--- src/rtl/tgad_pkg.sv ---
// Shared types and constants for the TGA stream decoder.
// Holds the transfer structs, the parser state record and header byte offsets.
// No dependencies.
package tgad_pkg;

   // Parser phase.
   typedef enum logic [2:0] {
      PH_HEADER = 3'd0,
      PH_ID     = 3'd1,
      PH_RAW    = 3'd2,
      PH_PACKET = 3'd3,
      PH_PDATA  = 3'd4,
      PH_DONE   = 3'd5
   } phase_type;

   // Result kind codes.
   typedef enum logic [1:0] {
      KIND_PIXEL      = 2'd0,
      KIND_HEADER_OK  = 2'd1,
      KIND_HEADER_BAD = 2'd2
   } kind_type;

   // Header byte offsets.
   localparam logic [4:0] HDR_ID_LEN     = 5'd0;
   localparam logic [4:0] HDR_COLOR_MAP  = 5'd1;
   localparam logic [4:0] HDR_IMAGE_TYPE = 5'd2;
   localparam logic [4:0] HDR_WIDTH_LO   = 5'd12;
   localparam logic [4:0] HDR_WIDTH_HI   = 5'd13;
   localparam logic [4:0] HDR_HEIGHT_LO  = 5'd14;
   localparam logic [4:0] HDR_HEIGHT_HI  = 5'd15;
   localparam logic [4:0] HDR_DEPTH      = 5'd16;
   localparam logic [4:0] HDR_DESCRIPTOR = 5'd17;

   // Image type codes that the decoder supports.
   localparam logic [7:0] TYPE_TRUE_COLOR     = 8'd2;
   localparam logic [7:0] TYPE_GRAY           = 8'd3;
   localparam logic [7:0] TYPE_RLE_TRUE_COLOR = 8'd10;
   localparam logic [7:0] TYPE_RLE_GRAY       = 8'd11;

   // Pixel depth codes in bits per pixel.
   localparam logic [7:0] DEPTH_8  = 8'd8;
   localparam logic [7:0] DEPTH_24 = 8'd24;
   localparam logic [7:0] DEPTH_32 = 8'd32;

   // Descriptor bit that marks top-first row order.
   localparam int unsigned DESC_TOP_BIT = 5;

   // One transfer on the input channel.
   typedef struct packed {
      logic [7:0] data_byte;
      logic       new_file;
   } req_item_type;

   // One transfer on the result channel.
   typedef struct packed {
      kind_type    kind;
      logic [31:0] pixel_value;
      logic [7:0]  repeat_count;
      logic [15:0] image_width;
      logic [15:0] image_height;
      logic [2:0]  pixel_bytes;
      logic        top_origin;
      logic        run_coded;
      logic        last_of_image;
   } rsp_item_type;

   // Parser state. The remaining image is kept as one pixel count.
   typedef struct packed {
      phase_type   phase;
      logic [4:0]  header_index;
      logic        header_bad;
      logic        coded_flag;
      logic [2:0]  depth_bytes;
      logic [15:0] width_store;
      logic [15:0] height_store;
      logic [31:0] pixels_left;
      logic [7:0]  id_bytes_left;
      logic [31:0] pixel_gather;
      logic [1:0]  byte_in_pixel;
      logic [7:0]  packet_left;
      logic        packet_is_run;
      logic        origin_flag;
   } dec_state_type;

   localparam dec_state_type STATE_RESET = '{
      phase:         PH_HEADER,
      header_index:  5'd0,
      header_bad:    1'b0,
      coded_flag:    1'b0,
      depth_bytes:   3'd0,
      width_store:   16'd0,
      height_store:  16'd0,
      pixels_left:   32'd0,
      id_bytes_left: 8'd0,
      pixel_gather:  32'd0,
      byte_in_pixel: 2'd0,
      packet_left:   8'd0,
      packet_is_run: 1'b0,
      origin_flag:   1'b0
   };

   // Bytes per pixel for a depth byte; zero for an unsupported depth.
   function automatic logic [2:0] depth_to_bytes(input logic [7:0] depth);
      logic [2:0] bytes;
      begin
         unique case (depth)
            DEPTH_8:  bytes = 3'd1;
            DEPTH_24: bytes = 3'd3;
            DEPTH_32: bytes = 3'd4;
            default:  bytes = 3'd0;
         endcase
         return bytes;
      end
   endfunction

endpackage

--- src/rtl/tgad_step.sv ---
// Combinational parser step: next parser state and result for one byte.
// Depends on tgad_pkg.
module tgad_step (
   input  tgad_pkg::dec_state_type state_q,
   input  tgad_pkg::req_item_type  item,
   output tgad_pkg::dec_state_type state_d,
   output logic                    rsp_fire,
   output tgad_pkg::rsp_item_type  rsp_item
);

   tgad_pkg::dec_state_type cur;
   logic [7:0]  b;
   logic [31:0] gather;
   logic [31:0] swapped;
   logic        pixel_done;
   logic [7:0]  req_repeat;
   logic [7:0]  count;
   logic        image_end;
   logic        empty_image;
   logic        pixel_phase;

   // Start of the pixel data, right after the header or the ID field.
   function automatic tgad_pkg::dec_state_type enter_data(input tgad_pkg::dec_state_type s);
      tgad_pkg::dec_state_type r;
      begin
         r = s;
         r.pixel_gather  = 32'd0;
         r.byte_in_pixel = 2'd0;
         r.packet_left   = 8'd0;
         r.packet_is_run = 1'b0;
         r.phase         = s.coded_flag ? tgad_pkg::PH_PACKET : tgad_pkg::PH_RAW;
         return r;
      end
   endfunction

   // Shared terms. A new file restarts the parser before this byte is used.
   always_comb begin
      cur         = item.new_file ? tgad_pkg::STATE_RESET : state_q;
      b           = item.data_byte;
      gather      = cur.pixel_gather | ({24'd0, b} << {cur.byte_in_pixel, 3'b000});
      pixel_done  = ({1'b0, cur.byte_in_pixel} + 3'd1) >= cur.depth_bytes;
      pixel_phase = (cur.phase == tgad_pkg::PH_RAW) || (cur.phase == tgad_pkg::PH_PDATA);
      req_repeat  = ((cur.phase == tgad_pkg::PH_PDATA) && cur.packet_is_run) ?
                    cur.packet_left : 8'd1;
      // Clamp the repeat to the pixels left in the image.
      count       = (cur.pixels_left < {24'd0, req_repeat}) ?
                    cur.pixels_left[7:0] : req_repeat;
      image_end   = cur.pixels_left <= {24'd0, req_repeat};
      empty_image = (cur.width_store == 16'd0) || (cur.height_store == 16'd0);
      // Red and blue trade places for color pixels.
      swapped     = (cur.depth_bytes > 3'd1) ?
                    {gather[31:24], gather[7:0], gather[15:8], gather[23:16]} : gather;
   end

   // Next parser state.
   always_comb begin
      state_d = cur;
      unique case (cur.phase)
         tgad_pkg::PH_HEADER: begin
            case (cur.header_index)
               tgad_pkg::HDR_ID_LEN: state_d.id_bytes_left = b;
               tgad_pkg::HDR_COLOR_MAP: begin
                  if (b != 8'd0) state_d.header_bad = 1'b1;
               end
               tgad_pkg::HDR_IMAGE_TYPE: begin
                  state_d.coded_flag = (b == tgad_pkg::TYPE_RLE_TRUE_COLOR) ||
                                       (b == tgad_pkg::TYPE_RLE_GRAY);
                  if ((b != tgad_pkg::TYPE_TRUE_COLOR) && (b != tgad_pkg::TYPE_GRAY) &&
                      (b != tgad_pkg::TYPE_RLE_TRUE_COLOR) &&
                      (b != tgad_pkg::TYPE_RLE_GRAY)) begin
                     state_d.header_bad = 1'b1;
                  end
               end
               tgad_pkg::HDR_WIDTH_LO:  state_d.width_store[7:0]   = b;
               tgad_pkg::HDR_WIDTH_HI:  state_d.width_store[15:8]  = b;
               tgad_pkg::HDR_HEIGHT_LO: state_d.height_store[7:0]  = b;
               tgad_pkg::HDR_HEIGHT_HI: state_d.height_store[15:8] = b;
               tgad_pkg::HDR_DEPTH: begin
                  state_d.depth_bytes = tgad_pkg::depth_to_bytes(b);
                  if (tgad_pkg::depth_to_bytes(b) == 3'd0) state_d.header_bad = 1'b1;
               end
               tgad_pkg::HDR_DESCRIPTOR: state_d.origin_flag = b[tgad_pkg::DESC_TOP_BIT];
               default: ;
            endcase
            if (cur.header_index != tgad_pkg::HDR_DESCRIPTOR) begin
               state_d.header_index = cur.header_index + 5'd1;
            end else if (cur.header_bad || empty_image) begin
               state_d.phase = tgad_pkg::PH_DONE;
            end else begin
               // The image size is the only product; it is taken once per file.
               state_d.pixels_left = {16'd0, cur.width_store} * {16'd0, cur.height_store};
               if (cur.id_bytes_left != 8'd0) begin
                  state_d.phase = tgad_pkg::PH_ID;
               end else begin
                  state_d = enter_data(state_d);
               end
            end
         end
         tgad_pkg::PH_ID: begin
            state_d.id_bytes_left = cur.id_bytes_left - 8'd1;
            if (cur.id_bytes_left == 8'd1) state_d = enter_data(state_d);
         end
         tgad_pkg::PH_PACKET: begin
            if (!b[7]) begin
               state_d.packet_is_run = 1'b0;
               state_d.packet_left   = b + 8'd1;
            end else begin
               state_d.packet_is_run = 1'b1;
               state_d.packet_left   = {1'b0, b[6:0]} + 8'd1;
            end
            state_d.pixel_gather  = 32'd0;
            state_d.byte_in_pixel = 2'd0;
            state_d.phase         = tgad_pkg::PH_PDATA;
         end
         tgad_pkg::PH_RAW, tgad_pkg::PH_PDATA: begin
            if (!pixel_done) begin
               state_d.pixel_gather  = gather;
               state_d.byte_in_pixel = cur.byte_in_pixel + 2'd1;
            end else begin
               if (cur.phase == tgad_pkg::PH_PDATA) begin
                  if (cur.packet_is_run || (cur.packet_left == 8'd1)) begin
                     state_d.packet_left = 8'd0;
                     state_d.phase       = tgad_pkg::PH_PACKET;
                  end else begin
                     state_d.packet_left = cur.packet_left - 8'd1;
                  end
               end
               state_d.pixels_left   = cur.pixels_left - {24'd0, count};
               state_d.pixel_gather  = 32'd0;
               state_d.byte_in_pixel = 2'd0;
               if (image_end) state_d.phase = tgad_pkg::PH_DONE;
            end
         end
         tgad_pkg::PH_DONE: ;
         default: ;
      endcase
   end

   // Result for this byte, if any.
   always_comb begin
      rsp_fire = 1'b0;
      rsp_item = '0;
      if ((cur.phase == tgad_pkg::PH_HEADER) &&
          (cur.header_index == tgad_pkg::HDR_DESCRIPTOR)) begin
         rsp_fire = 1'b1;
         if (cur.header_bad) begin
            rsp_item.kind = tgad_pkg::KIND_HEADER_BAD;
         end else begin
            rsp_item.kind          = tgad_pkg::KIND_HEADER_OK;
            rsp_item.image_width   = cur.width_store;
            rsp_item.image_height  = cur.height_store;
            rsp_item.pixel_bytes   = cur.depth_bytes;
            rsp_item.top_origin    = b[tgad_pkg::DESC_TOP_BIT];
            rsp_item.run_coded     = cur.coded_flag;
            rsp_item.last_of_image = empty_image;
         end
      end else if (pixel_phase && pixel_done) begin
         rsp_fire               = 1'b1;
         rsp_item.kind          = tgad_pkg::KIND_PIXEL;
         rsp_item.pixel_value   = swapped;
         rsp_item.repeat_count  = count;
         rsp_item.last_of_image = image_end;
      end
   end

endmodule

--- src/rtl/tga_stream_decoder_core.sv ---
// TGA stream decoder: one file byte per transfer in, header and pixel results out.
// Each result passes the input register, then the result register. Throughput: one
// byte per cycle unless the result stalls, set by the single parser step.
// Synchronous active-high reset clears both registers' valid flags and the parser,
// which then waits at header byte 0. Depends on tgad_pkg and tgad_step.
module tga_stream_decoder_core (
   input  logic                   clock,
   input  logic                   reset,
   input  logic                   req_valid,
   output logic                   req_stall,
   input  tgad_pkg::req_item_type req_data,
   output logic                   rsp_valid,
   input  logic                   rsp_stall,
   output tgad_pkg::rsp_item_type rsp_data
);

   logic                    in_valid_ff;
   tgad_pkg::req_item_type  in_item_ff;
   tgad_pkg::dec_state_type state_ff;
   tgad_pkg::dec_state_type state_in;
   logic                    out_valid_ff;
   logic                    out_valid_in;
   tgad_pkg::rsp_item_type  out_item_ff;
   logic                    step_fire;
   tgad_pkg::rsp_item_type  step_item;
   logic                    proceed;

   // The held byte moves on once the result register is free or draining.
   assign proceed   = in_valid_ff && (!out_valid_ff || !rsp_stall);
   assign req_stall = in_valid_ff && !proceed;

   // Input register: takes a transfer whenever it is empty or moving on.
   always_ff @(posedge clock) begin
      if (reset) begin
         in_valid_ff <= 1'b0;
      end else if (!req_stall) begin
         in_valid_ff <= req_valid;
      end
   end

   always_ff @(posedge clock) begin
      if (req_valid && !req_stall) begin
         in_item_ff <= req_data;
      end
   end

   tgad_step u_step (
      .state_q  (state_ff),
      .item     (in_item_ff),
      .state_d  (state_in),
      .rsp_fire (step_fire),
      .rsp_item (step_item)
   );

   // Parser state advances once per processed byte.
   always_ff @(posedge clock) begin
      if (reset) begin
         state_ff <= tgad_pkg::STATE_RESET;
      end else if (proceed) begin
         state_ff <= state_in;
      end
   end

   // Result register.
   always_comb begin
      if (proceed) begin
         out_valid_in = step_fire;
      end else if (!rsp_stall) begin
         out_valid_in = 1'b0;
      end else begin
         out_valid_in = out_valid_ff;
      end
   end

   always_ff @(posedge clock) begin
      if (reset) begin
         out_valid_ff <= 1'b0;
      end else begin
         out_valid_ff <= out_valid_in;
      end
   end

   always_ff @(posedge clock) begin
      if (proceed && step_fire) begin
         out_item_ff <= step_item;
      end
   end

   assign rsp_valid = out_valid_ff;
   assign rsp_data  = out_item_ff;

endmodule

--- config.mk ---
export PLATFORM = sky130hd
export DESIGN_NAME = tga_stream_decoder_core
export DESIGN_NICKNAME = d
export VERILOG_FILES = /design/src/rtl/tgad_pkg.sv /design/src/rtl/tgad_step.sv /design/src/rtl/tga_stream_decoder_core.sv
export SDC_FILE = /design/constraint.sdc
export NUM_CORES = 1
export LEC_CHECK = 0
export BUFFER_PORTS_ARGS = -buffer_cell sky130_fd_sc_hd__buf_2
export CAP_MARGIN = 20
export CORE_MARGIN = 1.5
export CORE_UTILIZATION = 52
export CTS_CLUSTER_DIAMETER = 200
export CTS_CLUSTER_SIZE = 24
export DETAILED_ROUTE_END_ITERATION = 8
export MAX_ROUTING_LAYER = met4
export PLACE_DENSITY = 0.69
export SYNTH_ARGS = -nofsm -noshare
export SYNTH_HDL_FRONTEND = slang
export SYNTH_SLANG_ARGS = --single-unit
--- constraint.sdc ---
create_clock -name clock -period 10.2 [get_ports clock]
set_input_delay 0.51 -clock clock [delete_from_list [all_inputs] [get_ports clock]]
set_output_delay 0.51 -clock clock [all_outputs]
set_load 0.05 [all_outputs]
==> key figures <==
Yosys
  – Top-count cell post-synth: nand2_1
  – Asr flop ratio synth: 0%
  – Synth unique cells: 81
  – Synth Register Bits: 219
  – Top cells by area, synth: fa_1 (19%), edfxtp_1 (13%), dfxtp_1 (13%)
  – Cell type with the largest total area after synthesis: fa_1
  – Synth warn: 0
  – Seq/Total Area, Yosys: 26.3%
  – Mapped Nets: 2657
  – Post-synthesis average cell area: 8.68 um2
  – Post-Syn Instances: 2313
  – Area share of the largest cell type after synthesis: 19.4%
  – Number of synthesized flops with an enable pin: between 80 and 90
  – Mapped Area: between 0.02 and 0.025 mm2
  – Ys flop type: dfxtp_1
  – Most frequent cells after synthesis: nand2_1 (268), inv_1 (257), nor2_1 (208), fa_1 (195), and2_1 (158)

GRT
  – Total grt overflow: 0
  – Number of global-route vias before repair: 16700
  – First-pass GRT wire length: a little under 90000 um
  – Largest net degree at the start of global routing: 90
  – GRT Resource Usage Total: 29.0%
  – Antenna violations before repair: 0

Job
  – # Max-Cap Violations: 0

Floorplanning
  – Die area: 0.0398 mm2
  – FP Rows: 71
  – Io pins: 95
  – Width of the die: roughly 200 um
  – Core ar.: 0.0378 mm2
  – Initial Util: 53.1%
  – Die height: about 200 um

Worst setup path
  – Endpoint class of the critical path: flip-flop
  – Arrival @ worst endpoint: around 7.3 ns
  – Critical Path RT: between 10 and 15 ns
  – Setup crit start kind: flip-flop
  – Peak fanout along the critical path: 18
  – CP Class: reg -> reg

Place
  – GPL Wtd Cong: 0.920
  – DP HPWL: 39200 um
  – Placed Instance Area: 0.0208 mm2
  – Placed insts: ~2800
  – Pre-CTS setup slack: 2.93 ns
  – Number of port buffers: 94

Run status
  – Status: finished, final reports clean

Clocking
  – Maximum clock insertion buffer count: 3
  – Num CTS Buffers: 13
  – Clock tree sinks: 219
  – Hold buffers post-CTS: 0
  – Clock latency at the later pin of the worst-skew pair: approximately 0.52 ns
  – CTS tree: done
  – CTS HTree Levels: 1
  – Post-CTS setup buffers: 0
  – Clk slew on worst S/H paths: around 0.10 ns
  – Post-CTS sizing: 0
  – CTS root buffer: clkbuf_16

Detailed routing
  – Final WL: 54700 um
  – Iteration-0 DRC Markers: 1352
  – Routed Antenna Nets: 0
  – Routed len/inst: a little under 20 um
  – Routed vias/inst: just under 6
  – Pre-Repair DR Iteration Count: 6
  – DRC viols: 0
  – Vias: 16700

Final layout
  – FF+latch area: 0.00528 mm2
  – Finished Cell Area: roughly 0.021 mm2
  – Layout Cells excl Fill: 2830
  – Multi-input gate area: 0.0133 mm2
  – Post-layout util: 56.2%
  – Post-layout net count: 2656
  – Syn-to-layout area delta: 5.86%
  – Antenna cells: 0
  – FILL cells: 3466
  – Layout cell share with drive strength beyond 1: 7.24%

STA
  – Final setup viols: 0
  – Final period util: 68.0%
  – RSZ-0062 raised after global routing: no
  – Final Hold Viols: 0
  – Least-Margin Pin Slew: ~1.1 ns
  – Final worst slack: 3.26 ns
  – Max frequency: 144 MHz
  – Worst slew margin: roughly 28%
  – Slew Limit Fails: 0
  – Clock period minus worst slack: just under 7 ns
  – Setup TNS: 0 ns
  – Worst Skew: 0.0495 ns
  – Final hold slack: 0.164 ns

Power and ir drop
  – Power density cells: about 80 mW/mm2
  – Final Power: 1.74 mW
  – LEAKAGE: ~9.4 nW
  – VDD IR max: 0.000111 V

Min path
  – Hold crit path type: in -> reg
-- final timing paths --
| check | slack (ns) | endpoint | startpoint | depth (start not counted) |
|---|---|---|---|---|
| max | 3.26 | state_ff[81] | in_item_ff[0] | 21 |
| min reg2reg | 0.47 | state_ff[13] | state_ff[13] | 2 |
| min | 0.16 | in_item_ff[2] | req_data[2] | 1 |
| max reg2reg | 3.26 | state_ff[81] | in_item_ff[0] | 21 |
-- kinds of logic after synthesis --
family | synth area share, %
adders and majority gates | 27.9
and+or+nand+nor | 20.1
xor gates and xnor gates | 1.70
DFF | 26.3
AOI/OAI and AO/OA | 15.9
muxes | 0.355
buffers and inverters | 7.71
-- final cells by class --
class	instances	area share (%)
multi-input cells	1694	62.4
flip-flops and latches	219	24.8
clock buffers	20	1.65
clock inverters	2	0.183
well taps	511	3.01
inverters	258	4.56
repair buffers	126	3.38
-- per-layer routing --
layer	share of wire (%)	GRT usage [%]	up-vias	routed length [um]
met5	0	-	-	0
met2	46	46.5	699	25400
li1	-	-	7764	-
met4	2.3	7.57	0	1240
met3	7.6	3.58	82	4160
met1	44	39.0	8176	23900
-- worst max-delay path, cell delays in order (launching register included) --
cell and delay, ns:
edfxtp_1 0.65, nor2b_1 0.49, buf_4 0.30, nand2_1 0.10, fa_1 0.59, inv_1 0.06
fa_1 0.48, fa_1 0.57, fa_1 0.43, fa_1 0.50, inv_1 0.05, fa_1 0.49
inv_1 0.05, ha_1 0.35, a21oi_1 0.20, o21ai_0 0.12, o21ai_0 0.24, and3_1 0.19
o21ai_1 0.13, and2_1 0.23, o311a_1 0.33, o41ai_1 0.28
-- flip-flops by register name, indices dropped and copies added (netlist names) --
signal,flops
in_item_ff,9
in_valid_ff,1
rsp_data,80
rsp_valid,1
state_ff,128
-- cell usage in the layout, fill, tap and decap left out, types with 73 or more instances in the layout --
cell type	instances
dfxtp_1	130
nand2_1	268
o21ai_0	104
buf_2	94
fa_1	195
a22oi_1	73
ha_1	136
nor2_1	208
edfxtp_1	89
and2_1	157
a21oi_1	101
inv_1	256
-- power breakdown --
group	switching (mW)	total, mW	internal, mW
Sequential	0.0331	0.953	0.919
Combinational	0.147	0.218	0.0717
Clock	0.318	0.567	0.249
Power figures use the tool's default switching activity.
